### src/hdl/smv_pkg.sv
// Shared types and constants for the sparse matrix-vector multiply block.
// No dependencies; imported by the top level, smv_mult and smv_acc.
package smv_pkg;

  // Fixed field widths of the request and result channels and of the accumulator
  localparam int COLUMN_WIDTH = 10;
  localparam int ROW_WIDTH    = 10;
  localparam int OUT_WIDTH    = 32;
  localparam int ACC_WIDTH    = 64;

  // Defaults for the top level parameters
  localparam int DEFAULT_VECTOR_DEPTH = 1024;
  localparam int DEFAULT_VALUE_WIDTH  = 32;

  // Operation codes
  localparam logic [1:0] OP_LOAD  = 2'd0;
  localparam logic [1:0] OP_ENTRY = 2'd1;
  localparam logic [1:0] OP_EMPTY = 2'd2;
  localparam logic [1:0] OP_IDLE  = 2'd3;

  // Control that travels with a request down the pipeline
  typedef struct packed {
    logic [1:0] op;
    logic       last;
  } ctrl_t;

endpackage

### src/hdl/smv_mult.sv
// Multiply and round pipeline: entry value times vector element, rounded
// back to the value format and sign-extended to the accumulator width. Uses smv_pkg.
module smv_mult
  import smv_pkg::*;
#(
  parameter int VALUE_WIDTH = DEFAULT_VALUE_WIDTH
) (
  input  logic                          clk,
  input  logic                          rst,
  input  logic                          in_valid,
  output logic                          in_ready,
  input  ctrl_t                         ctrl_in,
  input  logic signed [VALUE_WIDTH-1:0] a,
  input  logic signed [VALUE_WIDTH-1:0] x,
  input  logic                          in_range,
  output logic                          out_valid,
  input  logic                          out_ready,
  output ctrl_t                         ctrl_out,
  output logic signed [ACC_WIDTH-1:0]   rounded
);

  localparam int FRAC_BITS = VALUE_WIDTH / 2;
  localparam logic signed [ACC_WIDTH-1:0] ROUND_BIAS =
    ACC_WIDTH'(64'd1 << (FRAC_BITS - 1));

  logic                            vp;
  ctrl_t                           pctl;
  logic signed [2*VALUE_WIDTH-1:0] prod;
  logic signed [VALUE_WIDTH-1:0]   xv;
  logic signed [ACC_WIDTH-1:0]     prod_ext;
  logic signed [ACC_WIDTH-1:0]     biased;
  logic                            en_p;
  logic                            en_r;

  // Stage enables: a stage moves when it is empty or its successor moves
  assign en_r     = !out_valid || out_ready;
  assign en_p     = !vp || en_r;
  assign in_ready = en_p;

  // Column beyond the store multiplies by zero
  assign xv = in_range ? x : '0;

  // Round half up to the value format
  assign prod_ext = ACC_WIDTH'(prod);
  assign biased   = prod_ext + ROUND_BIAS;

  always_ff @(posedge clk) begin
    if (rst) begin
      vp        <= 1'b0;
      out_valid <= 1'b0;
    end else begin
      if (en_p) begin
        vp <= in_valid;
      end
      if (en_r) begin
        out_valid <= vp;
      end
    end
  end

  // Product stage, then rounding stage
  always_ff @(posedge clk) begin
    if (en_p && in_valid) begin
      pctl <= ctrl_in;
      prod <= a * xv;
    end
    if (en_r && vp) begin
      ctrl_out <= pctl;
      rounded  <= biased >>> FRAC_BITS;
    end
  end

endmodule

### config.mk
export PLATFORM = sky130hd
export DESIGN_NAME = smv_mult
export DESIGN_NICKNAME = d
export VERILOG_FILES = /design/src/hdl/smv_pkg.sv /design/src/hdl/smv_mult.sv
export SDC_FILE = /design/constraint.sdc
export NUM_CORES = 2
export LEC_CHECK = 0
export BUFFER_PORTS_ARGS = -buffer_cell sky130_fd_sc_hd__buf_2
export CAP_MARGIN = 20
export CORE_ASPECT_RATIO = 1.75
export CORE_MARGIN = 5
export CORE_UTILIZATION = 38
export DETAILED_ROUTE_END_ITERATION = 12
export GPL_TIMING_DRIVEN = 0
export MAX_ROUTING_LAYER = met4
export SLEW_MARGIN = 25
export SYNTH_ARGS = -nofsm -noshare
export SYNTH_HDL_FRONTEND = slang
export SYNTH_SLANG_ARGS = --single-unit
### constraint.sdc
create_clock -name clk -period 9 [get_ports clk]
set_input_delay 1.35 -clock clk [delete_from_list [all_inputs] [get_ports clk]]
set_output_delay 1.35 -clock clk [all_outputs]
set_load 0.01 [all_outputs]
Word-level counts from Yosys, hierarchy flattened. Index checks and enable logic that the tools add are counted.

Add/subtract/negate cells: 1. Multiply operators: 1. Divide/modulo/power cells: 0. Magnitude comparators: 0. Equal/unequal tests: 0. Shifts and indexed selects: 0. Muxes and demuxes: 1. Bitwise logic cells: 0. Reduce and logical (&&, ||, !) cells: 6.

Operators by type and width (count): 64-bit by 17-bit adder with 64-bit output, second input constant (1); 32-bit by 32-bit multiplier with 64-bit output (1); 32-bit 2-to-1 mux (1); 1-bit logical AND (2); 1-bit logical NOT (2); 1-bit logical OR (2).

Register bits: 120. Latch bits: 0. Bits in writable memories: 0. ROM bits: 0. Bits of input ports: 72. Output and inout port bits: 69. Memories: 0.

Depth between registers and ports, before layout.
Depth in word-level cells: 4. Gate-level depth with buffers: 31. Depth with buffers taken out: 27.

Worst setup path after synthesis. OpenSTA, ideal clock, no wires.

Kind: input -> register. Start point: in in_range. End point: reg prod[62] (data pin). Library setup time: 0.268 ns. Data arrival time: 9.072 ns. Required time: 8.732 ns. Path slack: -0.340 ns. Cell stages on the path: 27. Path through: clkbuf_1 -> clkbuf_1 -> clkbuf_1 -> and3_1 -> fa_1 -> fa_1 -> fa_1 -> fa_1 -> inv_1 -> fa_1 -> inv_1 -> fa_1 -> inv_1 -> fa_1 -> inv_1 -> fa_1 -> ha_1 -> clkbuf_1 -> a21o_1 -> a21o_1 -> a21o_1 -> a21o_1 -> a21oi_1 -> o21bai_1 -> a2111o_1 -> a41oi_1 -> a311oi_1.

Word-level cells in the longest chain between the ends: 2.

RTL lines: from (decl) (line smv_mult.sv:15) `input logic in_range,`; 32-bit 2-to-1 mux (line smv_mult.sv:41) `assign xv = in_range ? x : '0;`; 32-bit by 32-bit multiplier with 64-bit output (line smv_mult.sv:65) `prod <= a * xv;`; to (signal assigned) (line smv_mult.sv:65); to (decl) (line smv_mult.sv:28) `logic signed [2*VALUE_WIDTH-1:0] prod;`.

Every way passes these cells. A chain may end at the register's enable or synchronous reset.

Worst setup path in the final report.
Start point: in x[15]. End point: reg prod[62] (data pin).

Word-level cells in the longest chain between the ends: 2.

RTL lines: from (decl) (line smv_mult.sv:14) `input logic signed [VALUE_WIDTH-1:0] x,`; 32-bit 2-to-1 mux (line smv_mult.sv:41); 32-bit by 32-bit multiplier with 64-bit output (line smv_mult.sv:65).

Every way passes these cells.

==> metrics.txt <==
via count approximately 33000; Die Ht about 440 um; final hold violation count 0; DRT Pass-1 Iters 5; net count reported at finish between 5000 and 6000; Die W between 200 and 300 um; gr usage total 38.26%; CTS tree built; top post-synthesis cells by area fa_1 54%, inv_1 9.3%, and3_1 8.1%, edfxtp_1 7.7%, ha_1 5.6%; Most used DFF post-synth edfxtp_1; Syn. warnings 0; worst slew pin tran just over 1 ns; Num Clock Sinks around 110; mux contribution to synthesized area 0%; Clk pin slew, worst setup/hold paths about 0.09 ns; core area 105600 sq um; Post-synth ARST share 0%; final count of negative-setup-slack endpoints 0; path type of the worst setup path primary input to register; H-tree levels 3; Total Die Area 112700 sq um; final WL around 210000 um; Hold Buf Count CTS 0; # rows roughly 160; minimum clock period roughly 9 ns; fmax between 0.1 and 0.15 GHz; reg2reg path depth 9; mean post-synth cell area 9.704 sq um; CTS buffer count 9; Rel. slew slack between 30% and 40%; Buffers on Ports 140; worst endpoint data arrival time between 9 and 10 ns; Post-Synth Simple-Gate Area ~16%; GR Overflow Total 0; GPL Wtd Cong around 1.1; max_cap viols 0; non-filler cells in the finished layout around 5700; worst hold slack approximately 0.42 ns; crit path capture type register; clock tree buffer depth 2; Compound-Gate Fraction of Synth Area 2.622%; synth cell count leaders 1081 x fa_1, 997 x inv_1, 523 x and3_1, 512 x nand2_1, 254 x clkbuf_1; largest net degree at the start of global routing 39; DR iter-0 viols 2601; DRC violation count after routing 0; Final HPWL DP ~170000 um; initial antenna violation count 35; Root Buffer clkbuf_16; routed len/inst ~36 um; Setup Skew approximately 0.016 ns; Inst Count DP between 5000 and 6000; Synth Area in Adders between 50% and 60%; Final ANT Viol Nets 0; vias in the first global route roughly 36000; RSZ-0062 raised after global routing yes; layout cells sized above 1 between 10% and 20%; Post-Syn Nets about 5500; EDFF count, synth about 100; CP Max Fanout 10; I/O pin cnt roughly 140; Synth area leader fa_1; Final period util ~100%; status complete, no violations; Synth top area share 53.80%; cell area after placement 42790 sq um; first-pass GRT wire length about 290000 um; post-synth design cell area 40220 sq um; Worst-Skew Late Latency just over 0.4 ns; design area about 46000 sq um; Required @ worst endpoint approximately 9.2 ns; Layout area overhead 13.87%; synthesis-stage register bit count roughly 110; Slew Limit Fails 0; largest family of logic cells by synthesized area adder cells; Unique masters post-synth between 60 and 70; Post-Synth XOR/XNOR Area about 2.4%; Starting Density a little under two fifths; Post-Synthesis Cells 4145; Worst Hold Class register to register; crit start category primary input; post-synthesis sequential area ratio between 7 and 8%; most frequent cell after synthesis fa_1; post-DR vias/cell about 5.7; Min-Delay Path Depth 0
==> final cells by class <==
| type | instances | area, sq um |
|---|---|---|
| fill | 10550 | 59760 |
| multi-input combinational | 2768 | 33140 |
| inverter | 997 | 3751 |
| sequential | 105 | 3133 |
| buffer | 251 | 2118 |
| tap | 1360 | 1702 |
| timing repair buffer | 230 | 1598 |
| clock buffer | 10 | 229.0 |
| clock inverter | 6 | 76.32 |
| antenna | 20 | 50.05 |
==> what timing repair did <==
item                       4_1_cts  5_1_grt
gates cloned                     1        0
gates resized for setup        487      186
pin swaps                       34       62
buffers inserted                45       40
setup endpoints to repair       47       24
==> per-stage QoR <==
stage	setup WS (ns)	TNS (ns)	utilization, %
after floorplan	0.005916	0	-
after CTS	0.003242	0	42.58
after global placement	-3.542	-115.30	40.39
after global routing	-0.07038	-0.1495	43.37
final	0.04583	0	43.39
after detailed placement	-3.045	-91.24	40.54
==> layer usage <==
layer	wire, um	up-vias	global-route usage (%)
met1	62840	16960	36.03
li1	-	12840	-
met5	0	-	-
met2	101200	1775	63.77
met4	29860	0	39.13
met3	13980	939	7.261
==> cells by family (layout without fill, tap and decap cells) <==
group / count (synthesis) / in the layout
AND/OR/NAND/NOR: 1235 / 1235
adder cells (fa/ha/maj): 1262 / 1262
buffers and inverters: 1272 / 1494
XOR/XNOR: 108 / 108
AO/OA/AOI/OAI: 163 / 163
flip-flops: 105 / 105
other: 0 / 20
==> layout by cell type (no fill, tap or decap), types with 10 or more instances in the layout <==
| master | count |
|---|---|
| diode_2 | 20 |
| nor2_1 | 59 |
| buf_12 | 14 |
| buf_6 | 19 |
| clkbuf_4 | 27 |
| a21oi_1 | 36 |
| edfxtp_1 | 103 |
| fa_1 | 1048 |
| ha_4 | 16 |
| clkbuf_2 | 94 |
| fa_2 | 33 |
| a21o_1 | 25 |
| nand4_1 | 15 |
| a21oi_2 | 12 |
| ha_1 | 157 |
| xnor2_1 | 71 |
| buf_4 | 105 |
| o21ai_0 | 22 |
| buf_8 | 10 |
| inv_1 | 991 |
| and3_1 | 513 |
| xor2_1 | 33 |
| and2_4 | 16 |
| clkbuf_16 | 20 |
| nand2_1 | 504 |
| buf_2 | 146 |
| clkbuf_8 | 35 |
| clkbuf_1 | 19 |
| nand3_1 | 38 |
==> worst max-delay path, stage by stage <==
cell	delay (ns)
buf_2	0.21
clkbuf_2	0.51
and3_4	0.40
fa_1	0.47
fa_1	0.60
inv_1	0.07
fa_1	0.41
fa_1	0.54
inv_1	0.06
fa_1	0.47
fa_1	0.58
fa_1	0.45
fa_1	0.58
ha_4	0.24
a21o_1	0.21
o21bai_2	0.21
a211oi_2	0.27
nand4_1	0.14
buf_6	0.17
nand2_8	0.10
o21a_4	0.23
a21oi_4	0.13
nand2b_4	0.21
a311oi_4	0.45
==> path summary, 6_finish.rpt <==
| path | startpoint | end | slack [ns] |
|---|---|---|---|
| hold reg to reg | pctl[0]$_DFFE_PP_ | ctrl_out[0]$_DFFE_PP_ | 0.42 |
| setup reg to reg | prod[17]$_DFFE_PP_ | rounded[45]$_DFFE_PP_ | 5.95 |
| setup / recovery | x[15] | prod[62]$_DFFE_PP_ | 0.05 |
| hold / removal | pctl[0]$_DFFE_PP_ | ctrl_out[0]$_DFFE_PP_ | 0.42 |
==> flip-flops by register name, summed over array words and instances (netlist names) <==
register	count
out_valid	1
prod	49
pctl	3
ctrl_out	3
vp	1
rounded	48
Power is not shown: default switching activity piles up to over one toggle a cycle in this logic, so the estimate is an artifact.
