`src/hdl/smv_pkg.sv`:
```
// Shared types and constants for the sparse matrix-vector multiply block.
// No dependencies; imported by the top level, smv_mult and smv_acc.
package smv_pkg;

  // Fixed field widths of the request and result channels and of the accumulator
  localparam int COLUMN_WIDTH = 10;
  localparam int ROW_WIDTH    = 10;
  localparam int OUT_WIDTH    = 32;
  localparam int ACC_WIDTH    = 64;

  // Defaults for the top level parameters
  localparam int DEFAULT_VECTOR_DEPTH = 1024;
  localparam int DEFAULT_VALUE_WIDTH  = 32;

  // Operation codes
  localparam logic [1:0] OP_LOAD  = 2'd0;
  localparam logic [1:0] OP_ENTRY = 2'd1;
  localparam logic [1:0] OP_EMPTY = 2'd2;
  localparam logic [1:0] OP_IDLE  = 2'd3;

  // Control that travels with a request down the pipeline
  typedef struct packed {
    logic [1:0] op;
    logic       last;
  } ctrl_t;

endpackage

```
`src/hdl/smv_acc.sv`:
```
// Row accumulator, row counter, saturation and output register.
// Uses smv_pkg.
module smv_acc
  import smv_pkg::*;
#(
  parameter int VALUE_WIDTH = DEFAULT_VALUE_WIDTH
) (
  input  logic                        clk,
  input  logic                        rst,
  input  logic                        in_valid,
  output logic                        in_ready,
  input  ctrl_t                       ctrl_in,
  input  logic signed [ACC_WIDTH-1:0] rounded,
  output logic                        out_valid,
  input  logic                        out_ready,
  output logic [ROW_WIDTH-1:0]        row_index,
  output logic [OUT_WIDTH-1:0]        product_value,
  output logic                        saturated
);

  localparam logic signed [VALUE_WIDTH-1:0] SAT_HI =
    VALUE_WIDTH'((64'd1 << (VALUE_WIDTH - 1)) - 64'd1);
  localparam logic signed [VALUE_WIDTH-1:0] SAT_LO = ~SAT_HI;

  logic [ACC_WIDTH-1:0]          row_sum;
  logic [ROW_WIDTH-1:0]          current_row;
  logic                          va;
  logic [ACC_WIDTH-1:0]          asum;
  logic [ROW_WIDTH-1:0]          arow;
  logic [ACC_WIDTH-1:0]          sum_add;
  logic                          sat;
  logic signed [VALUE_WIDTH-1:0] sat_val;
  logic                          en_a;
  logic                          en_o;

  assign en_o     = !out_valid || out_ready;
  assign en_a     = !va || en_o;
  assign in_ready = en_a;

  assign sum_add = row_sum + rounded;

  // Sum fits when all bits from the sign of the value range up agree
  assign sat     = !((&asum[ACC_WIDTH-1:VALUE_WIDTH-1]) ||
                     !(|asum[ACC_WIDTH-1:VALUE_WIDTH-1]));
  assign sat_val = sat ? (asum[ACC_WIDTH-1] ? SAT_LO : SAT_HI)
                       : asum[VALUE_WIDTH-1:0];

  // Accumulate, close rows; a load clears the row sum and the row count
  always_ff @(posedge clk) begin
    if (rst) begin
      va          <= 1'b0;
      row_sum     <= '0;
      current_row <= '0;
    end else if (en_a) begin
      va <= 1'b0;
      if (in_valid) begin
        unique case (ctrl_in.op)
          OP_LOAD: begin
            row_sum     <= '0;
            current_row <= '0;
          end
          OP_ENTRY: begin
            if (ctrl_in.last) begin
              va          <= 1'b1;
              asum        <= sum_add;
              arow        <= current_row;
              row_sum     <= '0;
              current_row <= current_row + 1'b1;
            end else begin
              row_sum <= sum_add;
            end
          end
          OP_EMPTY: begin
            va          <= 1'b1;
            asum        <= row_sum;
            arow        <= current_row;
            row_sum     <= '0;
            current_row <= current_row + 1'b1;
          end
          default: begin
          end
        endcase
      end
    end
  end

  // Output register with saturation
  always_ff @(posedge clk) begin
    if (rst) begin
      out_valid <= 1'b0;
    end else if (en_o) begin
      out_valid <= va;
    end
    if (en_o && va) begin
      row_index     <= arow;
      product_value <= OUT_WIDTH'(sat_val);
      saturated     <= sat;
    end
  end

endmodule
```
`config.mk`:
```
export PLATFORM = sky130hd
export DESIGN_NAME = smv_acc
export DESIGN_NICKNAME = d
export VERILOG_FILES = /design/src/hdl/smv_pkg.sv /design/src/hdl/smv_acc.sv
export SDC_FILE = /design/constraint.sdc
export NUM_CORES = 1
export LEC_CHECK = 0
export BUFFER_PORTS_ARGS = -buffer_cell sky130_fd_sc_hd__buf_2
export CAP_MARGIN = 20
export CORE_MARGIN = 5
export CORE_UTILIZATION = 40
export DETAILED_ROUTE_END_ITERATION = 6
export PLACE_DENSITY_LB_ADDON = 0.15
export SYNTH_ARGS = -nofsm -noshare
export SYNTH_HDL_FRONTEND = slang
export SYNTH_SLANG_ARGS = --single-unit
```
`constraint.sdc`:
```
create_clock -name clk -period 12.6 [get_ports clk]
set_clock_uncertainty 0.15 [all_clocks]
set_input_delay 0 -clock clk [delete_from_list [all_inputs] [get_ports clk]]
set_output_delay 0 -clock clk [all_outputs]
set_load 0.05 [all_outputs]
```
* Word level (Yosys, flattened, before mapping)
Index checks and enable logic that the tools add are counted.
** Cells by class
- Add/subtract/negate cells :: 2
- Eq/ne operators :: 3
- Mux-type cells :: 13
- Bitwise operators :: 1
- Reductions and logical operators :: 18
** Operator list (number)
- $pmux 64 s2 :: 2
- $mux 64 :: 2
- $add 64x64->64 :: 1
- $mux 32 :: 2
- $reduce_and 33->1 :: 1
- $reduce_or 33->1 :: 1
- $pmux 10 s3 :: 1
- $mux 10 :: 2
- $pmux 10 s2 :: 1
- $add 10x1->10 const B :: 1
- $reduce_and 5->1 :: 1
- $logic_not 1->1 :: 4
- $reduce_and 4->1 :: 1
- $reduce_bool 2->1 :: 2
- $logic_or 1x1->1 :: 3
- $reduce_and 3->1 :: 1
- $reduce_bool 3->1 :: 1
- $eq 2x1->1 const B :: 1
- $eq 2x2->1 const B :: 1
- $logic_not 2->1 :: 1
- $mux 1 :: 2
- $ne 2x2->1 const B :: 1
- $pmux 1 s2 :: 1
- $reduce_or 2->1 :: 1
- 2 further kinds :: 2
** Word-level totals
- Register bits after elaboration :: 193
- Word-level logic and storage cells :: 46

* Depth between registers and ports, before layout
Gate-level depths: netlist of run 1.
- Depth after elaboration :: 4
- Gate-level depth with buffers :: 13
- Gate-level depth less buffers :: 13

* Worst setup path after synthesis of run 1
OpenSTA, ideal clock, no wires.
- Path kind :: register to register
- From :: register out_valid
- To :: register arow[0], enable pin
- Library setup time :: 0.613 ns
- Arrival time :: 6.746 ns
- Data required time :: 11.837 ns
- Setup slack :: 5.091 ns
- Stages on the path, launching flop included :: 5
- Path buffers :: 0
- Path through :: dfxtp_1 > nor2b_1 > nand2_1 > nand3_1 > nor3b_1
** Between the ends
- Word-level cells in the longest chain between the ends :: 4
** Ends and longest elaborated chain
- start, declared :: RTL line smv_acc.sv:14 : output logic out_valid,
- start signal, assigned :: RTL line smv_acc.sv:92 : out_valid <= va;
- $logic_not 1->1 :: RTL line smv_acc.sv:36 : assign en_o = !out_valid || out_ready;
- $logic_or 1x1->1 :: RTL line smv_acc.sv:36
- $logic_or 1x1->1 :: RTL line smv_acc.sv:37 : assign en_a = !va || en_o;
- net in_ready :: RTL line smv_acc.sv:11 : output logic in_ready,
- $reduce_and 5->1 (no source line)
- end signal, assigned :: RTL line smv_acc.sv:66 : arow <= current_row;
- end signal, assigned :: RTL line smv_acc.sv:76 : arow <= current_row;
- end, declared :: RTL line smv_acc.sv:29 : logic [ROW_WIDTH-1:0] arow;
The timed path passes the listed nets, and every way through them passes these cells.
A chain may end at the register's enable or synchronous reset.

* Worst setup path after layout of run 1
- From :: register row_sum[20]
- To :: register asum[63] (data pin)
** Between the ends
- Word-level cells in the longest chain between the ends :: 3
** Ends and longest elaborated chain
- start, declared :: RTL line smv_acc.sv:25 : logic [ACC_WIDTH-1:0] row_sum;
- start signal, assigned :: RTL line smv_acc.sv:70 : row_sum <= sum_add;
- $add 64x64->64 :: RTL line smv_acc.sv:40 : assign sum_add = row_sum + rounded;
- $mux 64 :: RTL line smv_acc.sv:63 : if (ctrl_in.last) begin
- $pmux 64 s2 :: RTL line smv_acc.sv:57 : unique case (ctrl_in.op)
- end signal, assigned :: RTL line smv_acc.sv:65 : asum <= sum_add;
- end signal, assigned :: RTL line smv_acc.sv:75 : asum <= row_sum;
- end, declared :: RTL line smv_acc.sv:28 : logic [ACC_WIDTH-1:0] asum;
No other way between the ends. The select of a mux whose other input is x is not followed.

==> impl_metrics.xml, run 1 <==
<?xml version="1.0" encoding="UTF-8"?>
<metrics>
  <group name="finish">
    <metric name="layout-area-overhead-vs-synth" unit="%">15.5</metric>
    <metric name="layout.nets" unit="">1437</metric>
    <metric name="layout-drive-gt1-share" unit="%">14.2</metric>
    <metric name="n_antenna_cell" unit="">0</metric>
    <metric name="finish.cell_count_without_fillers" unit="">1687</metric>
    <metric name="utilization" unit="%">46.5</metric>
  </group>
  <group name="critical_path">
    <metric name="critPathKind" unit="">reg2reg</metric>
    <metric name="reg_to_reg_critical_path_startpoint" unit="">row_sum[20]$_SDFFE_PP0P_</metric>
    <metric name="critPathCapture" unit="">asum[63]$_DFFE_PP_</metric>
    <metric name="crit_path_end_kind" unit="">register</metric>
    <metric name="rrSetupSlack" unit="ps">9090</metric>
    <metric name="crit-reg2reg-capture" unit="">asum[63]$_DFFE_PP_</metric>
    <metric name="worst-endpoint-arrival" unit="ps">3560</metric>
    <metric name="worstPathMaxFanout" unit="">7</metric>
    <metric name="worstSetupStartpointType" unit="">register</metric>
    <metric name="cp_data_required_time" unit="ps">12650</metric>
    <metric name="timing.critical_path.from" unit="">row_sum[20]$_SDFFE_PP0P_</metric>
    <metric name="timing.reg2reg.worst_path_depth" unit="">11</metric>
  </group>
  <group name="yosys">
    <metric name="synth.top_cell.area_share" unit="%">31.6</metric>
    <metric name="ys_async_sr_fraction" unit="%">0</metric>
    <metric name="dominantRegCellSynth" unit="">sky130_fd_sc_hd__edfxtp_1</metric>
    <metric name="yosys.area_share.adder" unit="%">7.94</metric>
    <metric name="synth_area_per_cell" unit="sq um">9.33</metric>
    <metric name="synth_top_cells_by_count" unit="">sky130_fd_sc_hd__nand2_1 (188), sky130_fd_sc_hd__edfxtp_1 (117), sky130_fd_sc_hd__o21ai_0 (104), sky130_fd_sc_hd__a21oi_1 (85), sky130_fd_sc_hd__nor2_1 (79)</metric>
    <metric name="postSynthRegisterBits" unit="">193</metric>
    <metric name="mappedNetlistArea" unit="sq um">11100</metric>
    <metric name="synthDistinctLibCells" unit="">64</metric>
    <metric name="combinational_family_with_the_most_area_after_synthesis" unit="">compound AO/OA/AOI/OAI gates</metric>
    <metric name="ys_warn_count" unit="">0</metric>
    <metric name="synthCells" unit="">1192</metric>
    <metric name="synth-simple-area-share" unit="%">16.2</metric>
    <metric name="number_of_flops_mapped_to_enable_cells_by_yosys" unit="">117</metric>
    <metric name="synth_largest_area_cell" unit="">sky130_fd_sc_hd__edfxtp_1</metric>
    <metric name="synth_top_cells_by_area" unit="">sky130_fd_sc_hd__edfxtp_1 (32%), sky130_fd_sc_hd__dfxtp_1 (14%), sky130_fd_sc_hd__ha_1 (7.8%)</metric>
    <metric name="synth_sequential_area_ratio" unit="%">45.3</metric>
    <metric name="synth.area.mux_share" unit="%">0.900</metric>
    <metric name="synthesis.nets" unit="">1333</metric>
    <metric name="synthXorXnorAreaFrac" unit="%">5.35</metric>
    <metric name="synth.most_common_cell" unit="">sky130_fd_sc_hd__nand2_1</metric>
    <metric name="area_fraction_in_compound_gates_after_synthesis" unit="%">21.1</metric>
  </group>
  <group name="die">
    <metric name="dieArea" unit="sq um">31200</metric>
    <metric name="start_util" unit="%">40.3</metric>
    <metric name="die_w" unit="um">177</metric>
    <metric name="design.core.area" unit="sq um">27600</metric>
    <metric name="dieHeight" unit="um">177</metric>
    <metric name="rows" unit="">61</metric>
    <metric name="boundaryPins" unit="">116</metric>
  </group>
  <group name="cts">
    <metric name="cts_buffer_depth" unit="">2</metric>
    <metric name="clock-root-buffer" unit="">sky130_fd_sc_hd__clkbuf_16</metric>
    <metric name="cts_htree_levels" unit="">4</metric>
    <metric name="total_cts_buffers" unit="">17</metric>
    <metric name="cts_tree" unit="">yes</metric>
    <metric name="post_cts_buffers" unit="">0</metric>
    <metric name="cts_sinks" unit="">193</metric>
    <metric name="clk_pin_slew_worst_paths" unit="ps">80</metric>
    <metric name="worstSkewPairLatency" unit="ps">450</metric>
  </group>
  <group name="route">
    <metric name="routed_wirelength" unit="um">29300</metric>
    <metric name="number_of_design_rule_violations_left_by_the_first_detailed_router_iteration" unit="">615</metric>
    <metric name="detail_route.drc_violations" unit="">0</metric>
    <metric name="number_of_search_and_repair_iterations_in_the_first_detailed_routing_pass" unit="">4</metric>
    <metric name="antenna_left" unit="">0</metric>
    <metric name="routed-via-count" unit="">9121</metric>
    <metric name="via_per_inst" unit="">5.41</metric>
    <metric name="drt-wirelength-per-cell" unit="um">17.4</metric>
  </group>
  <group name="placed_design">
    <metric name="dp_hpwl" unit="um">21100</metric>
    <metric name="dpl.cell_count" unit="">1634</metric>
    <metric name="place.gp.congestion" unit="">0.900</metric>
    <metric name="pre_cts_ws" unit="ps">9140</metric>
    <metric name="portbufs" unit="">115</metric>
  </group>
  <group name="flow_run">
    <metric name="maxCapViolCount" unit="">0</metric>
  </group>
  <group name="timing">
    <metric name="fin_setup_tns" unit="ps">0</metric>
    <metric name="relSlewSlack" unit="%">35.1</metric>
    <metric name="timing.final.hold_violations" unit="">0</metric>
    <metric name="timing.final.max_slew_violations" unit="">0</metric>
    <metric name="tightestPinTransition" unit="ps">973</metric>
    <metric name="clock.fmax" unit="MHz">285</metric>
    <metric name="period_share" unit="%">27.8</metric>
    <metric name="grt_setup_unrepaired" unit="">false</metric>
    <metric name="hold-worst-slack" unit="ps">18.2</metric>
    <metric name="finalSetupViolCount" unit="">0</metric>
    <metric name="worst_path_setup_slack_after_routing" unit="ps">9090</metric>
    <metric name="finalWorstPathRequiredPeriod" unit="ps">3510</metric>
  </group>
  <group name="pwr">
    <metric name="internal_power" unit="mW">1.05</metric>
    <metric name="power.switching" unit="mW">0.448</metric>
    <metric name="power_per_cell_area" unit="nW/um^2">116</metric>
    <metric name="sequentialPowerShare" unit="%">47.1</metric>
    <metric name="power_switching_share" unit="%">30.0</metric>
    <metric name="p_leak" unit="nW">5.29</metric>
    <metric name="irDropWorstVdd" unit="mV">0.0617</metric>
    <metric name="power.share.clock" unit="%">38.6</metric>
    <metric name="comb_power_share" unit="%">14.3</metric>
  </group>
  <group name="grt">
    <metric name="largest_net_degree_at_the_start_of_global_routing" unit="">95</metric>
    <metric name="first_global_vias" unit="">8675</metric>
    <metric name="grt_first_pass_wirelength" unit="um">47200</metric>
    <metric name="groute.usage.overall" unit="%">18.8</metric>
    <metric name="globalRoute.totalOverflow" unit="">0</metric>
    <metric name="antenna_found_initial" unit="">0</metric>
  </group>
  <group name="hold_path">
    <metric name="hold_path.class" unit="">in2reg</metric>
    <metric name="holdCritStartpoint" unit="">rounded[1]</metric>
    <metric name="hold_path_cell_cnt" unit="">4</metric>
  </group>
  <group name="outcome">
    <metric name="run_status" unit="">completed</metric>
  </group>
</metrics>
[sequential cells by signal, indices dropped and copies added (netlist names)]
| register | count |
|---|---|
| asum | 64 |
| row_sum | 64 |
| product_value | 32 |
| arow | 10 |
| current_row | 10 |
| row_index | 10 |
| out_valid | 1 |
| saturated | 1 |
| va | 1 |
[cells in the final DEF, fill, tap and decap left out, types with 29 or more instances in the layout]
cell | Yosys | layout
sky130_fd_sc_hd__a21oi_1 | 85 | 85
sky130_fd_sc_hd__xnor2_1 | 38 | 38
sky130_fd_sc_hd__a21o_1 | 70 | 70
sky130_fd_sc_hd__o21ai_0 | 104 | 104
sky130_fd_sc_hd__nand2_1 | 188 | 188
sky130_fd_sc_hd__xor2_1 | 30 | 30
sky130_fd_sc_hd__nor2_1 | 79 | 78
sky130_fd_sc_hd__buf_2 | 13 | 115
sky130_fd_sc_hd__dfxtp_1 | 76 | 76
sky130_fd_sc_hd__a22oi_1 | 29 | 29
sky130_fd_sc_hd__nand4_1 | 30 | 30
sky130_fd_sc_hd__ha_1 | 69 | 68
sky130_fd_sc_hd__edfxtp_1 | 117 | 117
[worst max-delay path, cell delays in order (launching register included)]
cell and delay (ps):
sky130_fd_sc_hd__dfxtp_1 330, sky130_fd_sc_hd__ha_1 410, sky130_fd_sc_hd__a21oi_1 110, sky130_fd_sc_hd__o21ai_0 510
sky130_fd_sc_hd__nor2_1 110, sky130_fd_sc_hd__nor3_1 420, sky130_fd_sc_hd__o2111a_1 330, sky130_fd_sc_hd__nor3_1 100
sky130_fd_sc_hd__o31ai_1 300, sky130_fd_sc_hd__xnor2_1 220, sky130_fd_sc_hd__nor2_1 90, sky130_fd_sc_hd__xnor2_1 160
[metrics by stage]
step	power [mW]	cell area [sq um]
CTS	1.51	12800
global route	1.56	12900
global placement	0.925	12000
finish	1.49	12900
floorplan	0.867	11100
detailed placement	0.926	12000
[layout make-up]
type / count / area, sq um
fillers: 2676 / 14800
flip-flops and latches: 193 / 5030
inverters: 28 / 105
repair buffers: 145 / 851
clock inverters: 15 / 201
clock buffers: 17 / 425
multi-input cells: 911 / 5760
well taps: 378 / 473
[power groups by stage]
stage          combinational [mW]  clock, mW  sequential, mW
3_3_place_gp                0.208          0           0.717
4_1_cts                     0.214      0.591           0.703
6_report                    0.214      0.577           0.703
3_5_place_dp                0.208          0           0.718
5_1_grt                     0.238      0.617           0.705
2_1_floorplan               0.142          0           0.725
[worst min path at each step]
stage                               end  slack [ps]
6_report              asum[1]$_DFFE_PP_          20
3_3_place_gp            va$_SDFFE_PP0P_         150
3_5_place_dp            va$_SDFFE_PP0P_         150
2_1_floorplan           va$_SDFFE_PP0P_          10
5_1_grt        row_sum[61]$_SDFFE_PP0P_          60
4_1_cts               asum[1]$_DFFE_PP_         0.7
[kinds of logic (layout without fill, tap and decap cells)]
family | Yosys count | count (layout)
buf+inv | 88 | 205
xor+xnor | 68 | 68
simple gates | 399 | 399
fa+ha+maj | 70 | 70
mux | 9 | 9
flops | 193 | 193
compound gates | 365 | 365
[layer usage]
layer  GRT usage, %  routed length [um]
met1           27.1               14200
met2           30.0               13200
met3           2.44                1420
met4           5.16                 437
met5              0                   0
[what timing repair did]
| item | in CTS | in global routing |
|---|---|---|
| hold buffers | 20 | 0 |
| endpoints found under the hold margin | 44 | 0 |
| gates resized for setup | 0 | 0 |
No activity file was read; power rests on OpenSTA's default activity.
==> run 2: changes to the inputs <==
clock period = 3.39 ns   (was 12.6 ns; I/O delays follow)
==> impl_metrics.xml, run 2 (synthesis results as in run 1) <==
<?xml version="1.0" encoding="UTF-8"?>
<metrics>
  <group name="route">
    <metric name="detail_route.drc_violations" unit="">0</metric>
    <metric name="drt-wirelength-per-cell" unit="um">17.3</metric>
    <metric name="antenna_left" unit="">0</metric>
    <metric name="number_of_search_and_repair_iterations_in_the_first_detailed_routing_pass" unit="">5</metric>
    <metric name="via_per_inst" unit="">5.37</metric>
    <metric name="routed-via-count" unit="">9166</metric>
    <metric name="number_of_design_rule_violations_left_by_the_first_detailed_router_iteration" unit="">562</metric>
    <metric name="routed_wirelength" unit="um">29500</metric>
  </group>
  <group name="timing">
    <metric name="timing.final.max_slew_violations" unit="">0</metric>
    <metric name="timing.final.hold_violations" unit="">0</metric>
    <metric name="fin_setup_tns" unit="ps">0</metric>
    <metric name="hold-worst-slack" unit="ps">18.9</metric>
    <metric name="grt_setup_unrepaired" unit="">true</metric>
    <metric name="clock.fmax" unit="MHz">310</metric>
    <metric name="finalSetupViolCount" unit="">0</metric>
    <metric name="finalWorstPathRequiredPeriod" unit="ps">3230</metric>
    <metric name="period_share" unit="%">95.3</metric>
    <metric name="relSlewSlack" unit="%">45.9</metric>
    <metric name="tightestPinTransition" unit="ps">811</metric>
  </group>
  <group name="finish">
    <metric name="n_antenna_cell" unit="">0</metric>
    <metric name="layout.cells.most_common" unit="">sky130_fd_sc_hd__nand2_1</metric>
    <metric name="layout.filler_cells" unit="">2649</metric>
    <metric name="multiInputGateArea" unit="sq um">5870</metric>
    <metric name="utilization" unit="%">47.4</metric>
    <metric name="final_area" unit="sq um">13100</metric>
    <metric name="sequential_cell_area" unit="sq um">5040</metric>
    <metric name="layout.nets" unit="">1458</metric>
    <metric name="layout-area-overhead-vs-synth" unit="%">17.7</metric>
    <metric name="finish.cell_count_without_fillers" unit="">1708</metric>
    <metric name="layout-drive-gt1-share" unit="%">17.4</metric>
    <metric name="layout_common_cells" unit="">sky130_fd_sc_hd__nand2_1 (187), sky130_fd_sc_hd__edfxtp_1 (117), sky130_fd_sc_hd__buf_2 (115)</metric>
    <metric name="largestRegisters" unit="">asum (64), row_sum (64), product_value (32)</metric>
  </group>
  <group name="critical_path">
    <metric name="timing.critical_path.from" unit="">row_sum[0]$_SDFFE_PP0P_</metric>
    <metric name="critical-path-top-cell-by-count" unit="">sky130_fd_sc_hd__a21oi_4</metric>
    <metric name="critical_path_buf_inv_count" unit="">1</metric>
    <metric name="worstSetupStartpointType" unit="">register</metric>
    <metric name="timing.critical_path.cells" unit="">ha_4, inv_2, fa_2, and2b_1, o2111ai_2, a21oi_4, nor3_2, o31ai_4, a21oi_4, o21ai_4, a211oi_4, or4_1, nand3_1</metric>
    <metric name="rrSetupSlack" unit="ps">160</metric>
    <metric name="cp_data_required_time" unit="ps">3620</metric>
    <metric name="critPathKind" unit="">reg2reg</metric>
    <metric name="worstPathMaxFanout" unit="">5</metric>
    <metric name="cp_slowest_cell" unit="">sky130_fd_sc_hd__or4_1</metric>
    <metric name="crit_family" unit="">compound AO/OA/AOI/OAI gates</metric>
    <metric name="cp_slowest_stage_delay" unit="ps">490</metric>
    <metric name="crit-reg2reg-capture" unit="">row_sum[58]$_SDFFE_PP0P_</metric>
    <metric name="timing.reg2reg.worst_path_depth" unit="">13</metric>
    <metric name="reg_to_reg_critical_path_startpoint" unit="">row_sum[0]$_SDFFE_PP0P_</metric>
    <metric name="worst-endpoint-arrival" unit="ps">3460</metric>
    <metric name="crit_path_end_kind" unit="">register</metric>
  </group>
  <group name="cts">
    <metric name="cts_sinks" unit="">193</metric>
    <metric name="cts_htree_levels" unit="">4</metric>
    <metric name="total_cts_buffers" unit="">17</metric>
    <metric name="clk_pin_slew_worst_paths" unit="ps">80</metric>
    <metric name="worstSkewPairLatency" unit="ps">450</metric>
    <metric name="cts_tree" unit="">yes</metric>
    <metric name="cts_buffer_depth" unit="">2</metric>
    <metric name="clock-root-buffer" unit="">sky130_fd_sc_hd__clkbuf_16</metric>
  </group>
  <group name="pwr">
    <metric name="power_per_cell_area" unit="nW/um^2">421</metric>
    <metric name="sequentialPowerShare" unit="%">47.5</metric>
    <metric name="power.share.clock" unit="%">37.7</metric>
    <metric name="irDropWorstVdd" unit="mV">0.249</metric>
    <metric name="internal_power" unit="mW">3.88</metric>
    <metric name="comb_power_share" unit="%">14.8</metric>
    <metric name="p_leak" unit="nW">5.42</metric>
    <metric name="power.switching" unit="mW">1.63</metric>
    <metric name="power_switching_share" unit="%">29.5</metric>
  </group>
  <group name="grt">
    <metric name="groute.usage.overall" unit="%">18.7</metric>
    <metric name="grt_first_pass_wirelength" unit="um">46900</metric>
    <metric name="antenna_found_initial" unit="">0</metric>
    <metric name="largest_net_degree_at_the_start_of_global_routing" unit="">42</metric>
    <metric name="first_global_vias" unit="">8632</metric>
    <metric name="globalRoute.totalOverflow" unit="">0</metric>
  </group>
  <group name="placed_design">
    <metric name="dpl.cell_count" unit="">1658</metric>
    <metric name="place_area" unit="sq um">12200</metric>
    <metric name="place.gp.congestion" unit="">0.873</metric>
    <metric name="dp_hpwl" unit="um">21800</metric>
    <metric name="portbufs" unit="">115</metric>
  </group>
  <group name="hold_path">
    <metric name="holdCritStartpoint" unit="">rounded[34]</metric>
    <metric name="hold_path.class" unit="">in2reg</metric>
    <metric name="hold_path_cell_cnt" unit="">4</metric>
    <metric name="hold-path-endpoint" unit="">row_sum[34]$_SDFFE_PP0P_</metric>
  </group>
  <group name="flow_run">
    <metric name="maxCapViolCount" unit="">0</metric>
  </group>
  <group name="die">
    <metric name="dieArea" unit="sq um">31200</metric>
    <metric name="rows" unit="">61</metric>
    <metric name="die_w" unit="um">177</metric>
    <metric name="dieHeight" unit="um">177</metric>
    <metric name="boundaryPins" unit="">116</metric>
    <metric name="design.core.area" unit="sq um">27600</metric>
    <metric name="start_util" unit="%">40.3</metric>
  </group>
  <group name="outcome">
    <metric name="run_status" unit="">completed</metric>
  </group>
</metrics>
-- run 2: layer usage --
layer / vias up / routed length [um] / global-route usage, %
met5: - / 0 / 0
met4: 0 / 387 / 4.22
met3: 28 / 1310 / 2.16
met2: 225 / 13300 / 30.1
met1: 4317 / 14500 / 27.3
li1: 4596 / - / -
-- run 2: worst register-to-register path, cell delays in order (launching register included) --
cell	delay, ps
sky130_fd_sc_hd__dfxtp_2	360
sky130_fd_sc_hd__ha_4	150
sky130_fd_sc_hd__inv_2	40
sky130_fd_sc_hd__fa_2	380
sky130_fd_sc_hd__and2b_1	230
sky130_fd_sc_hd__o2111ai_2	190
sky130_fd_sc_hd__a21oi_4	200
sky130_fd_sc_hd__nor3_2	80
sky130_fd_sc_hd__o31ai_4	310
sky130_fd_sc_hd__a21oi_4	120
sky130_fd_sc_hd__o21ai_4	260
sky130_fd_sc_hd__a211oi_4	130
sky130_fd_sc_hd__or4_1	490
sky130_fd_sc_hd__nand3_1	80
-- run 2: how the worst max path moves through the flow --
stage	end	slack, ps	cells past startpoint
2_1_floorplan	arow[0]$_DFFE_PP_	3	4
3_3_place_gp	row_sum[58]$_SDFFE_PP0P_	50	13
3_5_place_dp	row_sum[58]$_SDFFE_PP0P_	30	13
4_1_cts	row_sum[58]$_SDFFE_PP0P_	1	13
5_1_grt	asum[60]$_DFFE_PP_	-7	15
6_report	row_sum[58]$_SDFFE_PP0P_	160	13
-- run 2: through the flow --
| step | power, mW | setup WS (ps) |
|---|---|---|
| 2_1_floorplan | 3.22 | 3.02 |
| 3_3_place_gp | 3.46 | 47.3 |
| 3_5_place_dp | 3.46 | 26.9 |
| 4_1_cts | 5.54 | 1.41 |
| 5_1_grt | 5.74 | -7.27 |
| 6_report | 5.51 | 159 |
-- run 2: power by group through the flow --
stage / sequential (mW) / clock (mW) / combinational [mW]
3_5_place_dp: 2.67 / 0 / 0.790
2_1_floorplan: 2.69 / 0 / 0.529
5_1_grt: 2.62 / 2.21 / 0.908
3_3_place_gp: 2.67 / 0 / 0.789
6_report: 2.61 / 2.08 / 0.818
4_1_cts: 2.61 / 2.11 / 0.809
-- run 2: what timing repair did --
item                                    CTS  global route
endpoints found under the setup margin    2            25
buffers inserted                          0             3
pin swaps                                 1            10
gates resized for setup                   0            23
hold endpoints to repair                 35             0
hold buffers                             15             0
-- run 2: final cells by class --
| cell class | count | area share [%] |
|---|---|---|
| Sequential cell | 193 | 38.5 |
| Inverter | 28 | 0.802 |
| Tap cell | 378 | 3.61 |
| Timing Repair Buffer | 166 | 7.63 |
| Clock inverter | 15 | 1.42 |
| Clock buffer | 17 | 3.25 |
| Multi-Input combinational cell | 911 | 44.8 |
==> run 3: changes to the inputs <==
PLACE_DENSITY = 0.56   (was unset)
PLACE_DENSITY_LB_ADDON = unset   (was 0.15)
==> impl_metrics.xml, run 3 (synthesis results as in run 1) <==
<?xml version="1.0" encoding="UTF-8"?>
<metrics>
  <group name="outcome">
    <metric name="run_status" unit="">completed</metric>
  </group>
  <group name="pwr">
    <metric name="p_leak" unit="nW">5.43</metric>
    <metric name="fin_total_pwr" unit="mW">5.56</metric>
    <metric name="irDropWorstVdd" unit="mV">0.252</metric>
    <metric name="power_per_cell_area" unit="nW/um^2">424</metric>
  </group>
  <group name="timing">
    <metric name="worst_path_setup_slack_after_routing" unit="ps">143</metric>
    <metric name="relSlewSlack" unit="%">45.9</metric>
    <metric name="fin_setup_tns" unit="ps">0</metric>
    <metric name="hold-worst-slack" unit="ps">21.9</metric>
    <metric name="finalWorstPathRequiredPeriod" unit="ps">3250</metric>
    <metric name="period_share" unit="%">95.8</metric>
    <metric name="clock.fmax" unit="MHz">308</metric>
    <metric name="timing.final.hold_violations" unit="">0</metric>
    <metric name="finalSetupViolCount" unit="">0</metric>
    <metric name="tightestPinTransition" unit="ps">811</metric>
    <metric name="timing.final.max_slew_violations" unit="">0</metric>
  </group>
  <group name="die">
    <metric name="dieHeight" unit="um">177</metric>
    <metric name="boundaryPins" unit="">116</metric>
    <metric name="start_util" unit="%">40.3</metric>
    <metric name="dieArea" unit="sq um">31200</metric>
    <metric name="die_w" unit="um">177</metric>
    <metric name="rows" unit="">61</metric>
    <metric name="design.core.area" unit="sq um">27600</metric>
  </group>
  <group name="cts">
    <metric name="cts_htree_levels" unit="">4</metric>
    <metric name="cts_buffer_depth" unit="">2</metric>
    <metric name="cts_sinks" unit="">193</metric>
    <metric name="cts_tree" unit="">yes</metric>
    <metric name="clock-root-buffer" unit="">sky130_fd_sc_hd__clkbuf_16</metric>
    <metric name="worstSkewPairLatency" unit="ps">440</metric>
    <metric name="total_cts_buffers" unit="">17</metric>
    <metric name="clk_pin_slew_worst_paths" unit="ps">80</metric>
  </group>
  <group name="route">
    <metric name="via_per_inst" unit="">5.34</metric>
    <metric name="routed_wirelength" unit="um">30200</metric>
    <metric name="number_of_design_rule_violations_left_by_the_first_detailed_router_iteration" unit="">582</metric>
    <metric name="routed-via-count" unit="">9136</metric>
    <metric name="number_of_search_and_repair_iterations_in_the_first_detailed_routing_pass" unit="">5</metric>
    <metric name="drt-wirelength-per-cell" unit="um">17.7</metric>
    <metric name="detail_route.drc_violations" unit="">0</metric>
    <metric name="antenna_left" unit="">0</metric>
  </group>
  <group name="grt">
    <metric name="groute.usage.overall" unit="%">19.0</metric>
    <metric name="antenna_found_initial" unit="">0</metric>
    <metric name="largest_net_degree_at_the_start_of_global_routing" unit="">50</metric>
    <metric name="first_global_vias" unit="">8791</metric>
    <metric name="grt_first_pass_wirelength" unit="um">47500</metric>
    <metric name="globalRoute.totalOverflow" unit="">0</metric>
  </group>
  <group name="critical_path">
    <metric name="critPathKind" unit="">reg2reg</metric>
    <metric name="worstSetupStartpointType" unit="">register</metric>
    <metric name="cp_data_required_time" unit="ps">3620</metric>
    <metric name="cp_slowest_cell" unit="">sky130_fd_sc_hd__or4_1</metric>
    <metric name="cp_slowest_stage_delay" unit="ps">490</metric>
    <metric name="timing.critical_path.cells" unit="">ha_4, inv_2, fa_2, and2b_2, o2111ai_4, a21oi_4, nor3_2, o31ai_4, a21oi_4, o21ai_4, a211oi_4, or4_1, nand3_1</metric>
    <metric name="worst-endpoint-arrival" unit="ps">3470</metric>
    <metric name="worstPathMaxFanout" unit="">5</metric>
    <metric name="critical-path-top-cell-by-count" unit="">sky130_fd_sc_hd__a21oi_4</metric>
    <metric name="crit_path_end_kind" unit="">register</metric>
  </group>
  <group name="finish">
    <metric name="layout-drive-gt1-share" unit="%">17.6</metric>
    <metric name="largestRegisters" unit="">asum (64), row_sum (64), product_value (32)</metric>
    <metric name="multiInputGateArea" unit="sq um">5880</metric>
    <metric name="layout.filler_cells" unit="">2694</metric>
    <metric name="layout.cells.most_common" unit="">sky130_fd_sc_hd__nand2_1</metric>
    <metric name="layout-area-overhead-vs-synth" unit="%">17.9</metric>
    <metric name="layout_common_cells" unit="">sky130_fd_sc_hd__nand2_1 (187), sky130_fd_sc_hd__edfxtp_1 (117), sky130_fd_sc_hd__buf_2 (116)</metric>
    <metric name="n_antenna_cell" unit="">0</metric>
    <metric name="sequential_cell_area" unit="sq um">5040</metric>
    <metric name="layout.nets" unit="">1460</metric>
    <metric name="final_area" unit="sq um">13100</metric>
  </group>
  <group name="placed_design">
    <metric name="pre_cts_ws" unit="ps">-16.1</metric>
    <metric name="portbufs" unit="">115</metric>
    <metric name="place_area" unit="sq um">12200</metric>
    <metric name="dp_hpwl" unit="um">21700</metric>
    <metric name="place.gp.congestion" unit="">0.888</metric>
  </group>
  <group name="hold_path">
    <metric name="hold_path.class" unit="">in2reg</metric>
  </group>
  <group name="flow_run">
    <metric name="maxCapViolCount" unit="">0</metric>
  </group>
</metrics>
[run 3: final timing paths]
kind	start	end	slack, ps	cells past startpoint
setup / recovery	row_sum[0]$_SDFFE_PP0P_	row_sum[58]$_SDFFE_PP0P_	140	13
hold / removal	rounded[59]	row_sum[59]$_SDFFE_PP0P_	20	4
setup reg to reg	row_sum[0]$_SDFFE_PP0P_	row_sum[58]$_SDFFE_PP0P_	140	13
hold reg to reg	arow[7]$_DFFE_PP_	row_index[7]$_DFFE_PP_	270	0
[run 3: metal layers]
layer | GRT usage [%] | share of wire, % | vias to the layer above
li1 | - | - | 4593
met1 | 27.6 | 49 | 4351
met2 | 30.9 | 46 | 176
met3 | 2.09 | 3.7 | 16
met4 | 3.77 | 0.76 | 0
met5 | 0 | 0 | -
[run 3: cell type report]
cell class | count | share of cell area [%]
clock buffer | 18 | 3.35
clock inverter | 14 | 1.37
inverter | 28 | 0.801
multi-input combinational | 911 | 44.8
sequential | 193 | 38.4
tap | 378 | 3.60
timing repair buffer | 168 | 7.69
[run 3: per-stage QoR]
step / instances / utilization [%]
6_report: 1710 / 47.5
5_1_grt: 1710 / 47.5
4_1_cts: 1703 / 47.0
3_5_place_dp: 1656 / 44.2
3_3_place_gp: 1656 / 44.2
2_1_floorplan: 1192 / -
[run 3: critical path, delay by kind of cell, from the launching register on]
| family | cells | cell delay, ps |
|---|---|---|
| AO/OA/AOI/OAI | 6 | 1210 |
| AND/OR/NAND/NOR | 4 | 900 |
| adder cells (fa/ha/maj) | 2 | 530 |
| flip-flops | 1 | 360 |
| buffers and inverters | 1 | 40 |
[run 3: repair_timing]
action,4_1_cts,5_1_grt
gates resized for setup,0,23
pin swaps,2,15
hold buffers,15,0
buffers inserted,0,6
hold endpoints to repair,17,0
endpoints found under the setup margin,3,24
[run 3: where the power goes]
group	leakage (nW)	switching, mW	internal (mW)
Clock	0.300	1.09	1.03
Sequential	1.69	0.0388	2.58
Combinational	3.44	0.520	0.303
Total	5.43	1.65	3.91
